## src/rtl/core/pareto_front_filter_defines.svh

```systemverilog
// assertion macros shared by the pareto front filter rtl
// no dependencies; expects a clock named clk and a reset named rst in scope
`ifndef PARETO_FRONT_FILTER_DEFINES_SVH
`define PARETO_FRONT_FILTER_DEFINES_SVH

// same-cycle implication
`define PFF_ASSERT_NOW(lbl, ante, cons, msg) \
  lbl: assert property (@(posedge clk) disable iff (rst) (ante) |-> (cons)) \
    else $error(msg);

// next-cycle implication
`define PFF_ASSERT_NEXT(lbl, ante, cons, msg) \
  lbl: assert property (@(posedge clk) disable iff (rst) (ante) |=> (cons)) \
    else $error(msg);

`endif

```

## src/rtl/core/pff_pkg.sv

```systemverilog
// types and constants of the pareto front filter
// no dependencies
package pff_pkg;

  localparam int CAPACITY = 64;
  localparam int SIZE_W   = 40;
  localparam int ERR_W    = 32;
  localparam int POS_W    = 6;
  localparam int IDX_W    = (CAPACITY > 1) ? $clog2(CAPACITY) : 1;
  localparam int CNT_W    = IDX_W + 1;

  typedef struct packed {
    logic [SIZE_W-1:0] candidate_size;
    logic [ERR_W-1:0]  candidate_error;
    logic              last_candidate;
  } cand_t;

  typedef struct packed {
    logic [POS_W-1:0]  entry_position;
    logic [SIZE_W-1:0] entry_size;
    logic [ERR_W-1:0]  entry_error;
    logic              final_entry;
    logic              set_truncated;
  } entry_t;

  // contents of one cell of the chain
  typedef struct packed {
    logic              valid;
    logic              dom;
    logic [SIZE_W-1:0] size;
    logic [ERR_W-1:0]  error;
  } cell_state_t;

  // controls and candidate broadcast to every cell
  typedef struct packed {
    logic              load;
    logic              shift;
    logic              clear;
    logic [SIZE_W-1:0] size;
    logic [ERR_W-1:0]  error;
  } cell_bcast_t;

endpackage

```

## src/rtl/core/pff_cell.sv

```systemverilog
// one storage and compare cell of the candidate chain
// depends on pff_pkg
module pff_cell import pff_pkg::*; (
  input  logic        clk,
  input  logic        rst,
  input  cell_bcast_t bc,
  input  logic        write_sel,
  input  logic        pend_hit,
  input  cell_state_t nb,
  output cell_state_t st,
  output logic        beats_new
);

  // a dominates b: no worse in both, strictly better in one
  function automatic logic beats(input logic [SIZE_W-1:0] as_v, input logic [ERR_W-1:0] ae_v,
                                 input logic [SIZE_W-1:0] bs_v, input logic [ERR_W-1:0] be_v);
    beats = (as_v <= bs_v) && (ae_v <= be_v) && ((as_v != bs_v) || (ae_v != be_v));
  endfunction

  logic mark_me;

  assign mark_me   = bc.load && st.valid && beats(bc.size, bc.error, st.size, st.error);
  assign beats_new = st.valid && beats(st.size, st.error, bc.size, bc.error);

  always_ff @(posedge clk) begin
    if (rst) begin
      st.valid <= 1'b0;
      st.dom   <= 1'b0;
    end else if (bc.clear) begin
      st.valid <= 1'b0;
      st.dom   <= 1'b0;
    end else if (bc.shift) begin
      st <= nb;
    end else if (write_sel) begin
      st.valid <= 1'b1;
      st.dom   <= 1'b0;
      st.size  <= bc.size;
      st.error <= bc.error;
    end else if (mark_me || pend_hit) begin
      st.dom <= 1'b1;
    end
  end

endmodule

```

## config.mk

```make
export PLATFORM = sky130hd
export DESIGN_NAME = pff_cell
export DESIGN_NICKNAME = d
export VERILOG_FILES = /design/src/rtl/core/pareto_front_filter_defines.svh /design/src/rtl/core/pff_pkg.sv /design/src/rtl/core/pff_cell.sv
export SDC_FILE = /design/constraint.sdc
export NUM_CORES = 1
export LEC_CHECK = 0
export ABC_CLOCK_PERIOD_IN_PS = 15300
export BUFFER_PORTS_ARGS = -buffer_cell sky130_fd_sc_hd__buf_4
export CAP_MARGIN = 40
export CELL_PAD_IN_SITES_DETAIL_PLACEMENT = 1
export CELL_PAD_IN_SITES_GLOBAL_PLACEMENT = 1
export CORE_MARGIN = 5
export CORE_UTILIZATION = 37
export DETAILED_ROUTE_END_ITERATION = 8
export PLACE_DENSITY_LB_ADDON = 0.3
export SYNTH_ARGS = -nofsm -noshare
export SYNTH_HDL_FRONTEND = slang
export SYNTH_SLANG_ARGS = --single-unit
```

## constraint.sdc

```tcl
create_clock -name clk -period 15.3 [get_ports clk]
set_input_delay 0.765 -clock clk [delete_from_list [all_inputs] [get_ports clk]]
set_output_delay 0.765 -clock clk [all_outputs]
set_load 0.03 [all_outputs]
```

* Yosys cells after proc, flatten, opt, wreduce, memory -nomap -nowiden
Cells that the tools add are included.
** Storage, ports and cells
- Memories :: 0
- Bits in read-only memories :: 0
- Register bits :: 74
- Latch bits :: 0
- Bits of input ports :: 153
- Memory bits (writable) :: 0
** Operators by class
- Mux-type cells :: 5
- Divide/modulo/power cells :: 0
- Add/subtract/negate cells :: 0
- Reductions and logical operators :: 14
- Multiply operators :: 0
- Bitwise gates (word level) :: 2
- Order comparisons :: 4
- Equality and inequality tests :: 4
- Shift-type cells :: 0
** Operators with widths (number)
- $le A40 B40 Y1 :: 2
- $ne A40 B40 Y1 :: 2
- $mux W74 :: 1
- $mux W72 :: 1
- $le A32 B32 Y1 :: 2
- $ne A32 B32 Y1 :: 2
- $logic_and A1 B1 Y1 :: 7
- $logic_or A1 B1 Y1 :: 3
- $mux W1 :: 3
- $reduce_and A3 Y1 :: 1
- $reduce_bool A3 Y1 :: 1
- $not A1 Y1 :: 2
- $reduce_bool A2 Y1 :: 1
- $reduce_or A2 Y1 :: 1

* Logic depth before layout (Yosys ltp)
Gate-level depths: netlist of the first run.
- Depth in word-level cells :: 8
- Mapped depth :: 9
- Depth with buffers taken out :: 9

* Worst setup path after synthesis of the first run
No wires, ideal clock.
- Path type :: input to register
- Start :: in bc[72] (netlist bit)
- End :: reg st[0] (netlist bit) (enable)
- Stages on the path :: 1
- Buffers on the path :: 0
- Path slack :: 8933 ps
- Data required time :: 14708 ps
- Data arrival time :: 5776 ps
- Library setup time :: 592 ps
- Path through :: nor3_1
** On the way
- Cells in the longest elaborated chain, start to end :: 2
** RTL lines
- from (decl) :: RTL line pff_cell.sv:6 : input cell_bcast_t bc,
- $not A1 Y1 (no line)
- $reduce_and A3 Y1 (no line)
- to (signal assigned) :: RTL line pff_cell.sv:33 : st <= nb;
- to (decl) :: RTL line pff_cell.sv:10 : output cell_state_t st,
Every way passes these cells.
A chain may end at the register's enable or synchronous reset.

* Final worst setup path of the first run
- Start :: in bc[61] (netlist bit)
- End :: out beats_new
** On the way
- Cells in the longest elaborated chain, start to end :: 4
** RTL lines
- $le A40 B40 Y1 / $ne A40 B40 Y1 (equally long branches) :: RTL line pff_cell.sv:17 : beats = (as_v <= bs_v) && (ae_v <= be_v) && ((as_v != bs_v) || (ae_v != be_v));
- $logic_and A1 B1 Y1 / $logic_or A1 B1 Y1 (equally long branches) :: RTL line pff_cell.sv:17
- $logic_and A1 B1 Y1 * :: RTL line pff_cell.sv:17
- $logic_and A1 B1 Y1 * :: RTL line pff_cell.sv:23 : assign beats_new = st.valid && beats(st.size, st.error, bc.size, bc.error);
- to (decl) :: RTL line pff_cell.sv:11 : output logic beats_new
Mark *: on every way between the ends. The rest lies on a longest branch, timed or not.

==> metrics.txt, run 1 <==
status=finished, final reports clean; ranking of synthesized cells by area=edfxtp_1, ha_1, o21ai_0; max incr delay on CP=0.62 ns; Reg power frac=40.4%; worst path arrival time=3.11 ns; CP max FO=3; Crit path buffers/inverters=3; vias in the first global route=5161; nets@finish=962; met3 Use GR=6.040%; FF+latch area=2202 sq um; max_cap viols=0; top-count cell post-synth=nand2_1; CTS Buffer Depth=2; maximum vdd drop=0.00004631 V; RSZ-0062 raised after global routing=no; Synthesized Nets=737; Synth Instances=512; die area=15400 sq um; Post-Syn Area per Cell=9.411 sq um; root buffer cell=clkbuf_16; final hold viol count=0; PostCTS Resize Cnt=0; number of vias per cell=5.040; worst-path cell chain=buf_4 > inv_1 > ha_1 > a21oi_1 > o21ai_0 > a211oi_1 > nor3_1 > a2111oi_0 > o21ai_0 > a211oi_1 > buf_4; die extent in x=124.1 microns; setup violators final=0; CP required=14.53 ns; Crit. End Element=primary output; GRT met1 Usage=22.10%; WL/cell=17.71 microns; first drt pass iteration count=4; Routed WL=16.19 mm; CTS Buf Count=9; Post-synth EDFFs=72; Clk pwr share=34.1%; PortBufs=227; startpoint types=input port; Top FF cell, synth=edfxtp_1; Initial Util=38.03%; Least-Margin Pin Slew=0.8041 ns; asr flop ratio synth=0%; row count=41; switching power=0.1812 mW; cell leakage power=3.335 nW; Clk Latency, worst-skew pair=0.34 ns; GR Util met2=39.16%; headroom to the max-slew limit=46.39%; area leader, netlist=edfxtp_1; synth unique cells=33; ant diodes=0; CP top delay family=compound AO/OA/AOI/OAI gates; HPWL after DPL=13.07 mm; gpl congestion=0.7759; first-pass GRT wire length=24.70 mm; Fin Clk Skew=0.003688 ns; H-tree depth=3; Largest regs=st: 74 flops; most flop-heavy register=st; Design Power=0.6147 mW; Hold Buf Count CTS=0; post-synth top area share=44.87%; Syn. warnings=0; #FFs+latches synth=74; iteration-0 DRC count of the detailed router=130; setup bufs post-CTS=0; setup TNS=0 ns; Sw Ratio=29.47%; routed vias=4607; max reg flops=74; CTS tree=yes; Synth top cells by count=nand2_1, o21ai_0, inv_1, edfxtp_1, ha_1; Max Fclk=257.8 MHz; Num Clock Sinks=74; layout cells sized above 1=34.10%; largest net degree at the start of global routing=82; Worst path depth=11; die height=124.1 microns; R2R cell count=7; Fillers=1528; power share of the combinational group=25.5%; Core ar.=12670 sq um; total gr overflow=0; hold depth=2; Internal=0.4335 mW; DRC viols=0; PwrDens=87.94 nW/um^2; Reg clk slew, reported paths=0.06 ns; period utilization=25.35%; worst min path class=input port to register; multi-input logic area=2280 sq um; sequential share of the synthesized area=45.70%; Layout area overhead=45.08%; Final Max Slew Viols=0; Cell Area, Synth=4818 sq um; total global-route track usage=20.78%; Final ANT Viol Nets=0; Final Critical Period=3.879 ns; Max stage delay cell, worst path=a2111oi_0; initial antenna violation count=0; WS Path Type=input port to primary output; most used routing layer=met2; top-level port count=228
## area by class of cell
type / instances / share of cell area [%]
clock buffer: 9 / 3.222
clock inverter: 7 / 0.8591
inverter: 75 / 4.027
multi-input combinational: 347 / 32.61
sequential: 74 / 31.50
tap: 172 / 3.079
timing repair buffer: 230 / 24.70
## routing by layer
| layer | up-vias | part of all wire, % |
|---|---|---|
| met5 | - | 0 |
| met4 | 0 | 1.7 |
| met3 | 18 | 8.6 |
| met2 | 153 | 53 |
| met1 | 2176 | 37 |
| li1 | 2260 | - |
## cell usage in the layout (no fill, tap or decap), types with 3 or more instances in the layout
cell type | synthesis | layout
ha_1 | 72 | 72
o211ai_1 | 3 | 3
edfxtp_1 | 72 | 72
clkbuf_16 | 0 | 9
clkinv_2 | 0 | 3
nand4_1 | 14 | 14
a211oi_1 | 6 | 6
inv_1 | 75 | 75
buf_4 | 0 | 230
nand2_1 | 89 | 89
nor3_1 | 8 | 7
a21oi_1 | 31 | 31
nor2_1 | 13 | 13
nand3_1 | 5 | 5
o21ai_0 | 82 | 82
## stage by stage
stage / hold slack, ns / setup slack [ns] / std cells / util (%) / area (sq um)
final: 0.6190 / 11.42 / 914 / 55.17 / 6990
after global placement: 0.6380 / 11.55 / 897 / 52.86 / 6698
after global routing: 0.6181 / 11.13 / 914 / 55.17 / 6990
after floorplan: 0.7186 / 8.933 / 512 / - / 4818
after detailed placement: 0.6536 / 11.44 / 898 / 52.92 / 6705
after CTS: 0.6085 / 11.42 / 914 / 55.17 / 6990
## power by group through the flow
stage               Sequential [mW]  Clock (mW)  Combinational (mW)
floorplan                     0.279           0              0.0566
global placement              0.252           0               0.150
detailed placement            0.253           0               0.157
CTS                           0.249       0.214               0.159
global route                  0.250       0.222               0.174
finish                        0.249       0.210               0.156
## cell families after synthesis
kind of cell / share of synthesized area, %
DFF: 45.70
and+or+nand+nor: 13.04
AOI/OAI and AO/OA: 15.01
buffers and inverters: 7.089
adders and majority gates: 18.70
muxes: 0.4674
## final timing paths
path / from / to / slack (ns)
max: bc[61] / beats_new / 11.42
min reg2reg: st[73] / st[72] / 0.66
min: rst / st[73] / 0.62
max reg2reg: st[69] / st[72] / 12.76
Note: power is estimated with default switching activity, not from simulation.
==> run 2: changes to the inputs <==
Settings changed: ABC_CLOCK_PERIOD_IN_PS 15300 to 3580, CORE_UTILIZATION 37 to 34.
Clock period 15.3 ns to 3.58 ns, I/O delays scaled along.
==> run 2 against run 1 <==
- sequential power rose to 4.3 times the previous value
- worst setup slack lost 11 ns
- count of clock-buffer cells in the layout is 7 higher
- cell count increased by 0.88%
- wire length shrank 0.99%
- largest power group unchanged
- utilization is 4.9 points lower
- first-iteration DRC count increased by 32%
- largest cell class unchanged
- flip-flop and latch count unchanged
- critical path type is now register to primary output
- register-to-register slack worse by 12 ns
- critical path depth is 2 lower
- via count fell by 0.85%
==> metrics.txt, run 2 (synthesized netlist as in run 1, its figures left out) <==
maximum vdd drop=0.0001825 V (+290%); total gr overflow=0 (unchanged); PortBufs=227 (unchanged); gpl congestion=0.7899 (+1.8%); setup bufs post-CTS=0 (unchanged); CP top delay family=compound AO/OA/AOI/OAI gates; Final Critical Period=3.306 ns; worst min path class=input port to register; vias in the first global route=5045 (-2.2%); setup TNS=0 ns (unchanged); CTS tree=yes; Clk Latency, worst-skew pair=0.33 ns (about the same); RSZ-0062 raised after global routing=no; Final Max Slew Viols=0 (unchanged); CTS Buffer Depth=2 (unchanged); HPWL after DPL=13.12 mm (+0.39%); root buffer cell=clkbuf_16; Max stage delay cell, worst path=a2111oi_0; DRC viols=0 (unchanged); CP required=3.40 ns (-11.13 ns); Num Clock Sinks=74 (unchanged); setup violators final=0 (unchanged); max incr delay on CP=0.72 ns (+0.10 ns); most common cell after layout, fill and taps aside=buf_4; Worst setup startpoint=st[61]; Hold Slack=0.06369 ns (-0.5553 ns); Routed WL=16.03 mm (-0.99%); row count=43 (+4.9%); ant diodes=0 (unchanged); H-tree depth=3 (unchanged); final hold viol count=0 (unchanged); min-delay src=bc[72]; period utilization=92.35%; Layout area overhead=44.92%; WS Path Type=register to primary output; top-level port count=228 (unchanged); worst-path cell chain=ha_1 > a21oi_1 > o21ai_0 > a211oi_1 > nor3_1 > a2111oi_0 > o21ai_0 > a211oi_1 > buf_4; Max Fclk=302.5 MHz; initial antenna violation count=0 (unchanged); die extent in x=129.0 microns (+4.0%); headroom to the max-slew limit=41.16% (-5.2 points); Core ar.=13880 sq um (+9.5%); most flop-heavy register=st; Crit. End Element=primary output; Initial Util=34.71% (-3.3 points); startpoint types=register; Least-Margin Pin Slew=0.8826 ns (+0.07850 ns); worst path arrival time=3.13 ns (+0.02 ns); dpl ws=0.6230 ns (-10.82 ns); Final WS setup=0.2738 ns (-11.15 ns); cell leakage power=3.323 nW (-0.38%); Design Power=2.564 mW (+320%); PwrDens=367.1 nW/um^2 (+320%); WL/cell=17.38 microns (-1.9%); most frequent cells in the layout=buf_4, nand2_1, o21ai_0; max reg flops=74 (unchanged); number of vias per cell=4.954 (-1.7%); first-pass GRT wire length=25.10 mm (+1.6%); Final ANT Viol Nets=0 (unchanged); R2R Setup Slk=0.98 ns (-11.78 ns); Crit path buffers/inverters=1 (-2); CTS Buf Count=9 (unchanged); status=finished, final reports clean; die height=129.0 microns (+4.0%); PostCTS Resize Cnt=0 (unchanged); first drt pass iteration count=4 (unchanged); layout cells sized above 1=33.56% (-0.54 points); routed vias=4568 (-0.85%); max_cap viols=0 (unchanged); CP max FO=3 (unchanged); Reg clk slew, reported paths=0.06 ns (about the same); Fin Clk Skew=0.004082 ns (+0.0003940 ns); die area=16650 sq um (+8.1%); nets@finish=962 (unchanged); Hold Buf Count CTS=0 (unchanged); total global-route track usage=19.13% (-1.7 points); iteration-0 DRC count of the detailed router=171 (+32%); Critical R2R Launch=st[61]; Largest regs=st: 74 flops; largest net degree at the start of global routing=100 (+22%)
-- run 2: changes by cell type in the layout (fill, tap and decap cells not counted), sizes merged --
cell,delta
clkinvlp,-1
clkinv,-5
bufinv,-1
clkbuf,+7
-- run 2: report_power, final --
part	switching, mW	internal [mW]	total, mW
sequential	0.0367	1.03	1.06
combinational	0.373	0.296	0.669
clock	0.341	0.491	0.832
-- run 2: worst reg2reg max path, stage by stage (launching register included) --
cell and delay [ns]:
edfxtp_1 0.41, ha_1 0.32, a21oi_1 0.18, o21ai_0 0.10, a211oi_1 0.27, nor3_1 0.09
a2111oi_0 0.72, and3_4 0.32, o41ai_2 0.07
-- run 2: area by class of cell --
cell class	count	area [sq um]
clock buffer	16	261.5
fill	1635	6898
inverter	75	281.5
multi-input combinational	347	2286
sequential	74	2202
tap	180	225.2
timing repair buffer	230	1727
-- run 2: path summary, 6_finish.rpt --
path,endpoint,depth (start not counted)
max reg2reg,st[72],8
min,st[73],2
max,beats_new,9
min reg2reg,st[72],4
-- run 2: per-stage QoR --
stage	area (sq um)	cells	util [%]
floorplan	4823	512	-
global placement	6721	906	48.42
detailed placement	6721	906	48.42
CTS	6983	922	50.31
global route	6983	922	50.31
finish	6983	922	50.31
-- run 2: layer usage --
layer / GRT usage [%] / part of all wire (%) / up-vias
met5: 0 / 0 / -
met4: 6.053 / 1.8 / 0
met2: 34.27 / 51 / 148
li1: - / - / 2260
met3: 5.029 / 7.8 / 17
met1: 22.30 / 39 / 2143
==> run 3: changes to the inputs <==
Settings changed: CORE_UTILIZATION 34 to 35, CTS_BUF_LIST from default to sky130_fd_sc_hd__clkbuf_4.
==> run 3 against run 2 <==
- wire length increased by 11%
- clock skew up 0.011 ns
- critical path depth unchanged
- combinational power grew 8.8%
- global-route usage is 2.7 points higher
- non-clock buffer count is 54 higher
- critical path type unchanged
- count of clock-buffer cells in the layout fell by 7
- fmax up 6.5%
- worst setup slack better by 0.20 ns
- worst hold slack got worse by 0.034 ns
- cell count rose by 5.4%
==> metrics.txt, run 3 (synthesized netlist as in run 1, its figures left out) <==
CP required=3.40 ns (about the same); CP max FO=3 (unchanged); die height=127.3 microns (-1.3%); final hold viol count=0 (unchanged); row count=42 (-2.3%); Layout area overhead=54.38%; ant diodes=0 (unchanged); cell leakage power=3.521 nW (+6.0%); Initial Util=36.10% (+1.4 points); HPWL after DPL=13.28 mm (+1.3%); max_cap viols=0 (unchanged); post-layout util=55.73% (+5.4 points); PwrDens=331.1 nW/um^2 (-9.8%); Final Critical Period=3.104 ns (-0.2025 ns); Num Clock Sinks=74 (unchanged); number of vias per cell=4.975 (+0.42%); Least-Margin Pin Slew=0.9068 ns (+0.02423 ns); die extent in x=127.3 microns (-1.3%); CTS tree=yes; Routed WL=17.78 mm (+11%); worst min path class=input port to register; initial antenna violation count=0 (unchanged); status=finished, final reports clean; setup TNS=0 ns (unchanged); WL/cell=18.29 microns (+5.2%); total global-route track usage=21.87% (+2.7 points); Final Max Slew Viols=0 (unchanged); vias in the first global route=5561 (+10%); worst-path cell chain=ha_1 > a21oi_1 > o21ai_0 > a211oi_1 > nor3_1 > a2111oi_2 > o21ai_0 > a211oi_1 > buf_4; DRC viols=0 (unchanged); first-pass GRT wire length=28.25 mm (+13%); worst path arrival time=2.92 ns (-0.21 ns); CTS Buffer Depth=2 (unchanged); most common cell after layout, fill and taps aside=buf_4; Max stage delay cell, worst path=a2111oi_2; H-tree depth=3 (unchanged); Largest regs=st: 74 flops; total gr overflow=0 (unchanged); nets@finish=1016 (+5.6%); WS Path Type=register to primary output; top-level port count=228 (unchanged); PortBufs=227 (unchanged); Final ANT Viol Nets=0 (unchanged); Crit. End Element=primary output; setup bufs post-CTS=0 (unchanged); layout cells sized above 1=31.91% (-1.6 points); root buffer cell=clkbuf_4; period utilization=86.70% (-5.7 points); max reg flops=74 (unchanged); Fin Clk Skew=0.01540 ns (+0.01132 ns); iteration-0 DRC count of the detailed router=189 (+11%); RSZ-0062 raised after global routing=no; CP top delay family=compound AO/OA/AOI/OAI gates; setup violators final=0 (unchanged); most frequent cells in the layout=buf_4, nand2_1, o21ai_0; Max Fclk=322.2 MHz (+6.5%); max incr delay on CP=0.45 ns (-0.27 ns); startpoint types=register; Clk Latency, worst-skew pair=0.45 ns (+0.12 ns); largest net degree at the start of global routing=102 (+2.0%); first drt pass iteration count=4 (unchanged); most flop-heavy register=st; die area=16210 sq um (-2.6%); Core ar.=13350 sq um (-3.8%); gpl congestion=0.8227 (+4.2%); Hold Slack=0.02966 ns (-0.03403 ns); headroom to the max-slew limit=39.55% (-1.6 points); Crit path buffers/inverters=1 (unchanged); placed insts=902 (-0.44%); maximum vdd drop=0.0001525 V (-16%); CTS Buf Count=9 (unchanged); routed vias=4836 (+5.9%); Reg clk slew, reported paths=0.12 ns (+0.06 ns); non-filler cells, final=972 (+5.4%)
[run 3: cell types whose count changed in the layout (fill, tap and decap cells not counted), sizes merged]
cell | before | now
dlygate4sd3 | 0 | 54
clkinv | 0 | 4
clkbuf | 16 | 9
bufinv | 0 | 3
[run 3: cell type report]
cell class	instances	area, sq um
flip-flops and latches	74	2202
clock buffers	9	67.56
well taps	176	220.2
repair buffers	284	2267
fillers	1539	5909
multi-input cells	347	2292
clock inverters	7	107.6
inverters	75	281.5
[run 3: timing repair]
item,4_1_cts,5_1_grt
setup endpoints to repair,0,1
hold buffers,54,0
hold endpoints to repair,53,0
resized for setup,0,2
[run 3: path summary, 6_finish.rpt]
| path | slack, ns | startpoint | end | cells after the start |
|---|---|---|---|---|
| min | 0.03 | nb[68] | st[68] | 3 |
| max reg2reg | 1.11 | st[69] | st[72] | 7 |
| max | 0.48 | st[63] | beats_new | 9 |
| min reg2reg | 0.66 | st[73] | st[72] | 4 |
[run 3: tightest hold or removal path, stage by stage]
cell and delay, ns:
buf_4 0.07, nand2_1 0.04, o21ai_0 0.07
[run 3: stage by stage]
stage,setup slack [ns],total power [mW],cell area [sq um]
after global placement,0.7886,1.726,6716
after floorplan,0.1058,1.432,4823
final,0.4763,2.463,7438
after global routing,0.1837,2.593,7438
after detailed placement,0.5721,1.757,6716
after CTS,0.02963,2.478,7432
[run 3: power breakdown]
group / switching (mW) / internal, mW / total, mW
logic: 0.392 / 0.336 / 0.728
clock network: 0.326 / 0.347 / 0.673
registers: 0.0378 / 1.02 / 1.06
[run 3: metal layers]
layer | global-route usage (%) | vias up | part of all wire [%]
met4 | 7.886 | 0 | 2.6
met1 | 23.21 | 2273 | 38
met3 | 6.511 | 30 | 7.2
li1 | - | 2365 | -
met5 | 0 | - | 0
met2 | 40.72 | 168 | 52
